<file path="config.mk">
export PLATFORM = sky130hd
export DESIGN_NAME = i2c_target_register_bank
export DESIGN_NICKNAME = d
export VERILOG_FILES = /design/src/i2c_rb_pkg.sv /design/src/i2c_rb_ram.sv /design/src/i2c_rb_datapath.sv /design/src/i2c_rb_ctrl.sv /design/src/i2c_target_register_bank.sv
export SDC_FILE = /design/constraint.sdc
export NUM_CORES = 1
export LEC_CHECK = 0
export BUFFER_PORTS_ARGS = -buffer_cell sky130_fd_sc_hd__buf_2
export CAP_MARGIN = 30
export CORE_MARGIN = 2
export CORE_UTILIZATION = 50
export DETAILED_ROUTE_END_ITERATION = 10
export PLACE_DENSITY = 0.76
export SETUP_SLACK_MARGIN = 0.4
export SLEW_MARGIN = 20
export SYNTH_ARGS = -nofsm -noshare
export SYNTH_HDL_FRONTEND = slang
export SYNTH_SLANG_ARGS = --single-unit
</file>
<file path="constraint.sdc">
create_clock -name clk -period 4.3 [get_ports clk]
set_clock_uncertainty 0.05 [all_clocks]
set_input_delay 0.86 -clock clk [delete_from_list [all_inputs] [get_ports clk]]
set_output_delay 0.86 -clock clk [all_outputs]
set_load 0.02 [all_outputs]
</file>
<file path="src/i2c_rb_pkg.sv">
// Shared types, event codes and constants for the I2C target register bank.
`default_nettype none

package i2c_rb_pkg;

  // Bus event codes carried on the input beat.
  localparam logic [1:0] ACT_ADDR  = 2'd0;
  localparam logic [1:0] ACT_READ  = 2'd1;
  localparam logic [1:0] ACT_WRITE = 2'd2;
  localparam logic [1:0] ACT_STOP  = 2'd3;

  localparam int BANK_SIZE_DEFAULT = 16;

  localparam logic [7:0] PAST_END_BYTE = 8'hFF;
  localparam logic [8:0] COUNT_MAX     = 9'd256;

  // Commands from the controller to the datapath.
  typedef struct packed {
    logic start;      // An input beat is accepted this cycle.
    logic load_read;  // The bank read data is valid and goes to the output register.
  } ctrl_cmd_t;

  // Status from the datapath to the controller.
  typedef struct packed {
    logic is_read;    // The offered event is a byte request.
  } ctrl_stat_t;

  // Byte counts stop at 256.
  function automatic logic [8:0] count_next(input logic [8:0] c);
    logic [8:0] r;
    if (c >= COUNT_MAX) begin
      r = COUNT_MAX;
    end else begin
      r = c + 9'd1;
    end
    return r;
  endfunction

endpackage

`default_nettype wire

</file>
<file path="src/i2c_rb_ram.sv">
// Generic single-port RAM with registered read data.
`default_nettype none

module i2c_rb_ram #(
  parameter int WIDTH = 8,
  parameter int DEPTH = 16
) (
  input  wire logic                                     clk,
  input  wire logic                                     we,
  input  wire logic [((DEPTH > 1) ? $clog2(DEPTH) : 1)-1:0] addr,
  input  wire logic [WIDTH-1:0]                         wdata,
  output logic      [WIDTH-1:0]                         rdata
);

  logic [WIDTH-1:0] mem [DEPTH];

  always_ff @(posedge clk) begin
    if (we) begin
      mem[addr] <= wdata;
    end
    rdata <= mem[addr];
  end

endmodule

`default_nettype wire

</file>
<file path="src/i2c_rb_datapath.sv">
// Datapath: pointer, byte counts, register store with valid bits, and output register.
`default_nettype none

module i2c_rb_datapath #(
  parameter int BANK_SIZE = i2c_rb_pkg::BANK_SIZE_DEFAULT
) (
  input  wire logic                   clk,
  input  wire logic                   rst,
  input  wire i2c_rb_pkg::ctrl_cmd_t  cmd,
  output i2c_rb_pkg::ctrl_stat_t      stat,
  input  wire logic [1:0]             action,
  input  wire logic [7:0]             rx_byte,
  output logic      [7:0]             tx_byte,
  output logic                        write_done,
  output logic                        dropped
);

  localparam int AW = (BANK_SIZE > 1) ? $clog2(BANK_SIZE) : 1;
  localparam logic [9:0] BANK_END = 10'(BANK_SIZE);

  logic [7:0]           reg_pointer;
  logic [8:0]           rx_count;
  logic [8:0]           tx_count;
  logic [BANK_SIZE-1:0] valid;
  logic                 rd_in_range;
  logic                 rd_valid;

  logic [9:0]    addr_rd;
  logic [9:0]    addr_wr;
  logic          rd_ok;
  logic          wr_ok;
  logic          is_write;
  logic          rx_first;
  logic          ram_we;
  logic [AW-1:0] ram_addr;
  logic [7:0]    ram_rdata;

  assign addr_rd  = {2'b00, reg_pointer} + {1'b0, tx_count};
  assign addr_wr  = {2'b00, reg_pointer} + {1'b0, rx_count} - 10'd1;
  assign rd_ok    = addr_rd < BANK_END;
  assign wr_ok    = addr_wr < BANK_END;
  assign is_write = action == i2c_rb_pkg::ACT_WRITE;
  assign rx_first = rx_count == 9'd0;
  assign ram_we   = cmd.start && is_write && !rx_first && wr_ok;
  assign ram_addr = is_write ? addr_wr[AW-1:0] : addr_rd[AW-1:0];

  assign stat.is_read = action == i2c_rb_pkg::ACT_READ;

  i2c_rb_ram #(
    .WIDTH (8),
    .DEPTH (BANK_SIZE)
  ) u_ram (
    .clk   (clk),
    .we    (ram_we),
    .addr  (ram_addr),
    .wdata (rx_byte),
    .rdata (ram_rdata)
  );

  // Bus state and the valid bits that stand in for the cleared store.
  always_ff @(posedge clk) begin
    if (rst) begin
      reg_pointer <= 8'd0;
      rx_count    <= 9'd0;
      tx_count    <= 9'd0;
      valid       <= '0;
    end else if (cmd.start) begin
      unique case (action)
        i2c_rb_pkg::ACT_ADDR: begin
          rx_count <= 9'd0;
          tx_count <= 9'd0;
        end
        i2c_rb_pkg::ACT_READ: begin
          tx_count <= i2c_rb_pkg::count_next(tx_count);
        end
        i2c_rb_pkg::ACT_WRITE: begin
          if (rx_first) begin
            reg_pointer <= rx_byte;
          end
          if (ram_we) begin
            valid[ram_addr] <= 1'b1;
          end
          rx_count <= i2c_rb_pkg::count_next(rx_count);
        end
        default: begin
        end
      endcase
    end
  end

  // Output register, loaded at accept or, for a byte request, when the read returns.
  always_ff @(posedge clk) begin
    if (cmd.start) begin
      rd_in_range <= rd_ok;
      rd_valid    <= valid[addr_rd[AW-1:0]];
      tx_byte     <= 8'd0;
      write_done  <= (action == i2c_rb_pkg::ACT_STOP) && !rx_first;
      dropped     <= is_write && !rx_first && !wr_ok;
    end else if (cmd.load_read) begin
      if (!rd_in_range) begin
        tx_byte <= i2c_rb_pkg::PAST_END_BYTE;
      end else if (rd_valid) begin
        tx_byte <= ram_rdata;
      end else begin
        tx_byte <= 8'd0;
      end
      write_done <= 1'b0;
      dropped    <= !rd_in_range;
    end
  end

endmodule

`default_nettype wire

</file>
<file path="src/i2c_rb_ctrl.sv">
// Controller: accepts one event at a time and sequences the read and the output beat.
`default_nettype none

module i2c_rb_ctrl (
  input  wire logic                   clk,
  input  wire logic                   rst,
  input  wire logic                   in_valid,
  output logic                        in_ready,
  output logic                        out_valid,
  input  wire logic                   out_ready,
  input  wire i2c_rb_pkg::ctrl_stat_t stat,
  output i2c_rb_pkg::ctrl_cmd_t       cmd
);

  localparam logic [1:0] S_IDLE = 2'd0;
  localparam logic [1:0] S_READ = 2'd1;
  localparam logic [1:0] S_OUT  = 2'd2;

  logic [1:0] state;
  logic [1:0] state_next;

  assign in_ready      = (state == S_IDLE) && !rst;
  assign out_valid     = state == S_OUT;
  assign cmd.start     = in_valid && in_ready;
  assign cmd.load_read = state == S_READ;

  always_comb begin
    state_next = state;
    unique case (state)
      S_IDLE: begin
        if (in_valid) begin
          state_next = stat.is_read ? S_READ : S_OUT;
        end
      end
      S_READ: begin
        state_next = S_OUT;
      end
      S_OUT: begin
        if (out_ready) begin
          state_next = S_IDLE;
        end
      end
      default: begin
        state_next = S_IDLE;
      end
    endcase
  end

  always_ff @(posedge clk) begin
    if (rst) begin
      state <= S_IDLE;
    end else begin
      state <= state_next;
    end
  end

endmodule

`default_nettype wire

</file>
<file path="src/i2c_target_register_bank.sv">
// Top level of the I2C target register bank.
//
// Each input beat is one bus event from the I2C target front end, with the event code
// on s_tuser and the received byte on s_tdata. Address match clears the byte counts,
// the first received byte loads the register pointer, later received bytes are written
// at successive registers, and byte requests read successive registers (0xFF past the
// bank end). Stop reports whether any byte was received since the address match.
// Every event produces exactly one output beat on the m_ side.
//
// The block works on one event at a time. A beat is accepted only while the block is
// idle; its result appears in the next cycle, or for a byte request after a read state,
// because the register store has a registered read port.
// When the receiver stalls, the result holds steady in the output register and no new
// beat is accepted until it is taken.
//
// Reset (synchronous, active high) clears the pointer, both counts and the per-register
// valid bits, so every register reads as zero until written; no clearing pass is needed.
`default_nettype none

module i2c_target_register_bank #(
  parameter int BANK_SIZE = i2c_rb_pkg::BANK_SIZE_DEFAULT
) (
  input  wire logic        clk,
  input  wire logic        rst,
  input  wire logic        s_tvalid,
  output logic             s_tready,
  input  wire logic [7:0]  s_tdata,   // [7:0] rx_byte
  input  wire logic [1:0]  s_tuser,   // [1:0] action
  output logic             m_tvalid,
  input  wire logic        m_tready,
  output logic      [15:0] m_tdata    // [7:0] tx_byte, [8] write_done, [9] dropped, rest zero
);

  i2c_rb_pkg::ctrl_cmd_t  cmd;
  i2c_rb_pkg::ctrl_stat_t stat;
  logic [7:0]             tx_byte;
  logic                   write_done;
  logic                   dropped;

  i2c_rb_ctrl u_ctrl (
    .clk       (clk),
    .rst       (rst),
    .in_valid  (s_tvalid),
    .in_ready  (s_tready),
    .out_valid (m_tvalid),
    .out_ready (m_tready),
    .stat      (stat),
    .cmd       (cmd)
  );

  i2c_rb_datapath #(
    .BANK_SIZE (BANK_SIZE)
  ) u_datapath (
    .clk        (clk),
    .rst        (rst),
    .cmd        (cmd),
    .stat       (stat),
    .action     (s_tuser),
    .rx_byte    (s_tdata),
    .tx_byte    (tx_byte),
    .write_done (write_done),
    .dropped    (dropped)
  );

  // Output beat packing, first field in the lowest bits.
  assign m_tdata = {6'd0, dropped, write_done, tx_byte};

endmodule

`default_nettype wire

</file>
==> flow_summary.ini, run 1 <==
[synthesis]
synth_flop_cell = edfxtp_1
ys_seq_area_share_pct = 62.1
syn_inst = 660
ys_warn_count = 0
synth-seq-cells = 192
avgSynthCellArea_um2 = 12.6
ys_types = 57
synth-edff-count = 132
synth_area_mm2 = 0.00831
ys_async_sr_fraction_pct = 0

[power_and_ir_drop]
ir_drop_v = 0.000300
power_density_mw_per_mm2 = 414
leakage_nw = 3.33

[global_route]
grt_usage_pct = 22.9
grt-ovfl-total = 0
antenna_found_initial = 0
grt_pass1_wl_um = 30500
grt_pass1_vias = 5507
grt_max_degree = 34

[clock_tree]
ctsHoldBuffers = 0
post_cts_buffers = 0
cts_sinks = 192
cts-root-buf = clkbuf_16
cts_resized = 0
cts_tree = built
htree_num_levels = 4
clk_latency_ps = 440
clk_path_buf_depth = 2
clkTransAtPathRegs_ps = 70
cts_buffers = 17

[placed_design]
io_buffers = 25
dp_hpwl_um = 13100
place_congestion = 0.924

[timing]
min_period_over_period_pct = 82.6
slew_headroom_pct = 45.7
clock.fmax_mhz = 281
post-route-min-period_ps = 3550
fin_hold_ws_ps = 411
tightest_slew_ps = 814
rsz0062_at_grt = false
finalSetupViolCount = 0
finalHoldViolCount = 0
drv_slew = 0
final.setup.tns_ps = 0

[routing]
wl_per_cell_um = 21.0
drc = 0
routed_wl_um = 19400
ant_nets = 0
dr_total_vias = 5647
drt-pass1-iter-count = 5
vias_per_cell = 6.09
drt_iter0_drc = 768

[floorplanning]
start_util_pct = 50.7
fp.dieH_um = 133
die_w_um = 133
design.die.area_mm2 = 0.0177
fp-row-count = 47
coreArea_mm2 = 0.0164
pin_count = 32

[setup_path]
critPathBufInv = 5
cp-start-kind = flip-flop
cp-end-kind = flip-flop
worstPathRequired_ps = 4410
critical_path_class = reg -> reg
critPathArrivalTime_ps = 3660
path_cells = inv_1, ha_1, inv_1, ha_1, inv_1, fa_1, nor2b_1, nor3_1, o221ai_1, xnor2_1, nand4_1, buf_4, nor3_1, buf_4
timing.critical_path.mode_cell = inv_1
max_stage_delay_ps = 450
regToRegSetupSlack_ps = 750
critPathMaxFanout = 33
cpMaxStageDelayCell = fa_1
path_delay_family = adder cells

[cells_and_area]
layout_common_cells = edfxtp_1, a22oi_1, dfxtp_1
diodes = 0
drive_above_1_share_pct = 14.9
final_nets = 738
final_common_cell = edfxtp_1
syn_to_final_growth_pct = 11.9

[run_status]
status = complete, no violations

[flow_run]
cap_violations = 0

[hold_path]
worstHoldPathType = reg -> reg
layer usage:
layer  track usage [%]  wire length, um  up-vias
met5                 0                0        -
met1              30.6             8160     2755
li1                  -                -     2556
met2              36.8             9280      294
met3              4.48             1530       42
met4              9.32              478        0
worst min-delay path, stage by stage, from the launching register on:
cell and delay, ps:
dfxtp_1 310, inv_1 50, o32ai_1 50
cells in the mapped netlist, types with 3 or more instances:
cell      number  area share (%)
nor2_1        37             1.7
mux2i_1        9             1.1
xnor2_1       11             1.2
nor2b_1        5            0.38
buf_6          3            0.41
a311oi_1       9            0.95
dfxtp_1       60              14
o32ai_1       16             1.7
a21oi_1       43             2.6
a22oi_1       64             5.8
nand2_2        3            0.23
o21ai_0        7            0.42
a21o_1         6            0.54
buf_4         10            0.90
nand2_1       22            0.99
nand3b_1       4            0.36
xor2_1         6            0.63
edfxtp_1     132              48
nand3_1        8            0.48
inv_1         56             2.5
or4_1         12             1.1
nor3_1        24             1.4
and4_1         4            0.42
buf_2         18             1.1
clkbuf_1      11            0.50
mux4_2         5             1.4
ha_1          28             4.2
nand4_1        7            0.53
registers in the layout (all words and copies together) (netlist names):
register	count
u_datapath.tx_count	9
u_datapath.u_ram.mem	128
u_ctrl.state	2
u_datapath.write_done	1
u_datapath.reg_pointer	8
u_datapath.rd_in_range	1
u_datapath.tx_byte	8
u_datapath.u_ram.rdata	8
u_datapath.rd_valid	1
u_datapath.dropped	1
u_datapath.rx_count	9
u_datapath.valid	16
worst paths after layout:
check | start | to | cells past startpoint
worst max-delay path | u_datapath.rx_count[1]$_SDFFE_PP0P_ | u_datapath.u_ram.mem[0][2]$_DFFE_PP_ | 14
worst min-delay path | u_datapath.valid[6]$_SDFFE_PP0P_ | u_datapath.valid[6]$_SDFFE_PP0P_ | 2
worst max register to register | u_datapath.rx_count[1]$_SDFFE_PP0P_ | u_datapath.u_ram.mem[0][2]$_DFFE_PP_ | 14
worst min register to register | u_datapath.valid[6]$_SDFFE_PP0P_ | u_datapath.valid[6]$_SDFFE_PP0P_ | 2
metrics by stage:
stage / power [mW] / std cells / cell area [um^2] / worst slack, ps / util [%]
2_1_floorplan: 2.25 / 665 / 8330 / 948 / -
3_3_place_gp: 2.34 / 894 / 8720 / 906 / 53.1
3_5_place_dp: 2.35 / 895 / 8730 / 874 / 53.2
4_1_cts: 3.86 / 927 / 9300 / 822 / 56.7
5_1_grt: 3.95 / 927 / 9300 / 630 / 56.7
6_report: 3.85 / 927 / 9300 / 746 / 56.7
logic make-up (layout without fill, tap and decap cells):
kind of cell / after synthesis / in the layout / share of synthesized area (%)
and+or+nand+nor: 143 / 143 / 9.27
AOI/OAI and AO/OA: 162 / 162 / 13.9
DFF: 192 / 192 / 62.1
buffers and inverters: 100 / 142 / 5.51
muxes: 14 / 14 / 2.44
adders and majority gates: 30 / 30 / 4.70
other: 1 / 6 / 0.0451
xor gates and xnor gates: 18 / 18 / 1.99
report_power, final:
part | internal (mW) | switching [mW]
Combinational | 0.0979 | 0.201
Clock | 0.776 | 0.760
Sequential | 2.00 | 0.0190
Total | 2.87 | 0.979
final cells by class:
class,instances,area (um^2)
Clock buffer,19,433
Clock inverter,13,145
Fill cell,1304,7100
Inverter,56,210
Multi-Input combinational cell,373,2730
Sequential cell,192,5160
Tap cell,220,275
Timing Repair Buffer,54,343
Note: power is estimated with default switching activity, not from simulation.
==> run 2: changes to the inputs <==
- PLACE_DENSITY: 0.76 -> 0.78
- clock period: 4.3 -> 3.12 ns (I/O delays scaled with it)
==> flow_summary.ini, run 2 (synthesis results as in run 1) <==
[cells_and_area]
syn_to_final_growth_pct = 27.5
largest_reg_flops = 128
reg_top3 = u_datapath.u_ram.mem x128, u_datapath.valid x16
diodes = 0
final_nets = 794
layout_common_cells = edfxtp_1, a22oi_1, inv_1, dfxtp_1, buf_4
drive_above_1_share_pct = 31.3
final_common_cell = edfxtp_1
fin_cells = 983
fill_cells = 1075
top_register = u_datapath.u_ram.mem

[clock_tree]
clk_latency_ps = 440
clkTransAtPathRegs_ps = 70
cts_tree = built
cts_buffers = 17
cts_sinks = 192
cts-root-buf = clkbuf_16
clk_path_buf_depth = 2
htree_num_levels = 4

[routing]
dr_total_vias = 6160
routed_wl_um = 22700
vias_per_cell = 6.27
drt_iter0_drc = 832
drt-pass1-iter-count = 5
wl_per_cell_um = 23.1
ant_nets = 0
drc = 0

[power_and_ir_drop]
finalPower_mw = 5.35
power_density_mw_per_mm2 = 505
ir_drop_v = 0.000452
leakage_nw = 3.96

[timing]
fin_ws_ps = 42.4
slew_headroom_pct = 64.6
finalHoldViolCount = 0
rsz0062_at_grt = true
min_period_over_period_pct = 98.6
post-route-min-period_ps = 3080
finalSetupViolCount = 0
clock.fmax_mhz = 325
drv_slew = 0
tightest_slew_ps = 531

[placed_design]
place_congestion = 0.857
dp_hpwl_um = 13400
dp_slack_ps = -97.7
dp_cells = 902
io_buffers = 25

[setup_path]
worstPathRequired_ps = 3230
critPathArrivalTime_ps = 3180
critPathMaxFanout = 8
cp-end-kind = flip-flop
regToRegSetupSlack_ps = 40
critical_path_class = reg -> reg
cp-start-kind = flip-flop
reg2reg_depth = 14

[global_route]
grt-ovfl-total = 0
grt_usage_pct = 25.1
grt_pass1_wl_um = 33200
grt_max_degree = 34
grt_pass1_vias = 5864
antenna_found_initial = 1

[run_status]
status = complete, no violations

[hold_path]
worstHoldPathType = reg -> reg
min_path_cells = 2

[floorplanning]
fp.dieH_um = 133
fp-row-count = 47
die_w_um = 133
pin_count = 32
start_util_pct = 50.7
design.die.area_mm2 = 0.0177
coreArea_mm2 = 0.0164

[flow_run]
cap_violations = 0
==> run 2: cell count changes in the layout (fill, tap and decap cells not counted), moves of 13 or more <==
cell | before | now
buf_12 | 0 | 13
buf_4 | 29 | 44
buf_6 | 0 | 22
dfxtp_1 | 60 | 47
nor3_1 | 24 | 7
nor3_4 | 0 | 16
o32ai_1 | 16 | 0
==> run 2: report_power, final <==
part	internal, mW	switching [mW]	leakage [nW]
registers	2.75	0.0268	1.68
logic	0.202	0.330	2.02
clock network	1.04	0.999	0.262
total	4.00	1.36	3.96
==> run 2: cell type report <==
class                   count  area (um^2)  share of cell area, %
well taps                 220          275                   2.60
clock inverters            15          131                   1.24
clock buffers              17          425                   4.01
multi-input cells         373         3280                   31.0
repair buffers            110         1090                   10.2
flip-flops and latches    192         5180                   48.9
inverters                  56          213                   2.01
==> run 2: routing by layer <==
metal	vias up	track usage (%)	wire, um
met3	72	6.51	2190
met2	374	40.3	11100
met4	0	9.38	738
li1	2677	-	-
met5	-	0	0
met1	3037	33.0	8720
==> run 2: final timing paths <==
path / start / endpoint
worst min-delay path: u_datapath.valid[13]$_SDFFE_PP0P_ / u_datapath.valid[13]$_SDFFE_PP0P_
worst min register to register: u_datapath.valid[13]$_SDFFE_PP0P_ / u_datapath.valid[13]$_SDFFE_PP0P_
worst max register to register: u_datapath.reg_pointer[5]$_SDFFE_PP0P_ / u_datapath.u_ram.mem[7][3]$_DFFE_PP_
worst max-delay path: u_datapath.reg_pointer[5]$_SDFFE_PP0P_ / u_datapath.u_ram.mem[7][3]$_DFFE_PP_
==> run 2: stage by stage <==
step                      TNS [ps]  cell area [um^2]  hold WS (ps)  util, %
after global routing         -1160             10600           445     64.6
after CTS                        0             10200           419     62.3
after global placement           0              9070           388     55.3
final                            0             10600           423     64.6
after floorplan                  0              8540           381        -
after detailed placement     -4140              9070           397     55.3
==> run 2: worst max-delay path: stages (launching register included) <==
cell and delay (ps):
dfxtp_2 360, inv_1 80, ha_1 290, inv_1 60
ha_4 300, nand3_1 140, a21oi_2 190, nor4b_1 80
a311oi_1 270, nand4_1 160, buf_6 180, buf_6 130
buf_16 140, nor3_4 210, buf_12 150
==> run 2: what timing repair did <==
action	4_1_cts	5_1_grt
buffers inserted	35	11
pin swaps	22	29
endpoints found under the setup margin	153	153
gates resized for setup	44	55
cloned	1	2
hold buffers	0	0
==> run 3: changes to the inputs <==
- PLACE_DENSITY: 0.78 -> 0.69
==> flow_summary.ini, run 3 (synthesis results as in run 1) <==
[cells_and_area]
reg_top3 = u_datapath.u_ram.mem x128, u_datapath.valid x16
utilization_pct = 65.8
final_nets = 810
drive_above_1_share_pct = 33.3
top_register = u_datapath.u_ram.mem
diodes = 0
final_common_cell = edfxtp_1
fill_cells = 1072
largest_reg_flops = 128
stdcell_area_mm2 = 0.0108
syn_to_final_growth_pct = 29.9
layout_common_cells = edfxtp_1, a22oi_1, buf_4

[timing]
rsz0062_at_grt = true
slew_headroom_pct = 66.9
clock.fmax_mhz = 338
finalSetupViolCount = 0
tightest_slew_ps = 495
drv_slew = 0
final.setup.tns_ps = 0
finalHoldViolCount = 0
post-route-min-period_ps = 2950
min_period_over_period_pct = 94.7

[global_route]
grt_usage_pct = 25.7
grt_pass1_wl_um = 33900
antenna_found_initial = 0
grt-ovfl-total = 0
grt_pass1_vias = 5913
grt_max_degree = 34

[routing]
wl_per_cell_um = 23.0
ant_nets = 0
drc = 0
drt-pass1-iter-count = 6
vias_per_cell = 6.27
drt_iter0_drc = 800
dr_total_vias = 6260
routed_wl_um = 22900

[placed_design]
dp_hpwl_um = 13200
io_buffers = 25
place_congestion = 0.823
dpl_cell_area_mm2 = 0.00908

[clock_tree]
cts-root-buf = clkbuf_16
htree_num_levels = 4
cts_sinks = 192
clk_path_buf_depth = 2
clkTransAtPathRegs_ps = 70
cts_buffers = 17
cts_tree = built
clk_latency_ps = 430

[flow_run]
cap_violations = 0

[floorplanning]
fp.dieH_um = 133
design.die.area_mm2 = 0.0177
die_w_um = 133
fp-row-count = 47
pin_count = 32
coreArea_mm2 = 0.0164
start_util_pct = 50.7

[power_and_ir_drop]
finalPower_mw = 5.39
ir_drop_v = 0.000424
power_density_mw_per_mm2 = 499
leakage_nw = 4.05

[setup_path]
cp-start-kind = flip-flop
critPathArrivalTime_ps = 3050
worstPathRequired_ps = 3220
critical_path_class = reg -> reg
critPathMaxFanout = 7
cp-end-kind = flip-flop

[hold_path]
worstHoldPathType = reg -> reg

[run_status]
status = complete, no violations
==> run 3: changes by cell type in the layout (fill, tap and decap cells not counted), moves of 3 or more <==
cell and delta:
buf_4 +12, or4_1 -8, buf_8 -3, a22oi_1 -4, a22oi_2 +4, buf_12 +5, or4_4 +8
==> run 3: metal layers <==
metal	routed length, um	GRT usage, %	vias up
met5	0	0	-
met2	10900	39.9	414
met1	9060	35.0	3078
met3	2300	5.71	59
li1	-	-	2709
met4	694	10.9	0
==> run 3: path summary, 6_finish.rpt <==
kind,from,end,slack (ps),cells past startpoint
worst min-delay path,u_datapath.u_ram.rdata[5]$_DFF_P_,u_datapath.tx_byte[5]$_SDFFE_PP0P_,420,2
worst max-delay path,u_datapath.rx_count[1]$_SDFFE_PP0P_,u_datapath.u_ram.mem[7][0]$_DFFE_PP_,170,14
worst max register to register,u_datapath.rx_count[1]$_SDFFE_PP0P_,u_datapath.u_ram.mem[7][0]$_DFFE_PP_,170,14
worst min register to register,u_datapath.u_ram.rdata[5]$_DFF_P_,u_datapath.tx_byte[5]$_SDFFE_PP0P_,420,2
==> run 3: critical path: stages, from the launching register on <==
cell and delay [ps]:
dfxtp_2 330, inv_2 50, ha_4 230, inv_2 60, ha_4 130, inv_2 30
fa_2 390, xnor2_1 150, buf_4 160, o32a_1 340, buf_6 150, buf_16 130
buf_6 120, nor3_4 210, buf_6 160
==> run 3: layout make-up <==
class                           count  area (um^2)  area share (%)
Timing Repair Buffer              126         1290            11.9
Inverter                           56          210            1.95
Clock buffer                       17          425            3.94
Multi-Input combinational cell    373         3300            30.6
Sequential cell                   192         5180            48.0
Clock inverter                     14          121            1.12
Tap cell                          220          275            2.55
==> run 3: where the power goes <==
group | switching (mW) | internal (mW) | total, mW
clock network | 0.997 | 1.04 | 2.04
logic | 0.347 | 0.228 | 0.575
registers | 0.0171 | 2.75 | 2.77
==> run 3: metrics by stage <==
| step | hold slack (ps) | setup slack (ps) | std cells |
|---|---|---|---|
| finish | 416 | 166 | 998 |
| global route | 440 | 87.0 | 998 |
| CTS | 417 | 162 | 981 |
| detailed placement | 400 | -115 | 905 |
| global placement | 391 | -6.66 | 905 |
| floorplan | 381 | 150 | 665 |
==> run 3: timing repair <==
| item | 4_1_cts | 5_1_grt |
|---|---|---|
| pin swaps | 25 | 25 |
| setup endpoints to repair | 153 | 153 |
| resized for setup | 62 | 41 |
| buffers inserted | 42 | 15 |
| gates cloned | 3 | 2 |
| hold buffers | 0 | 0 |
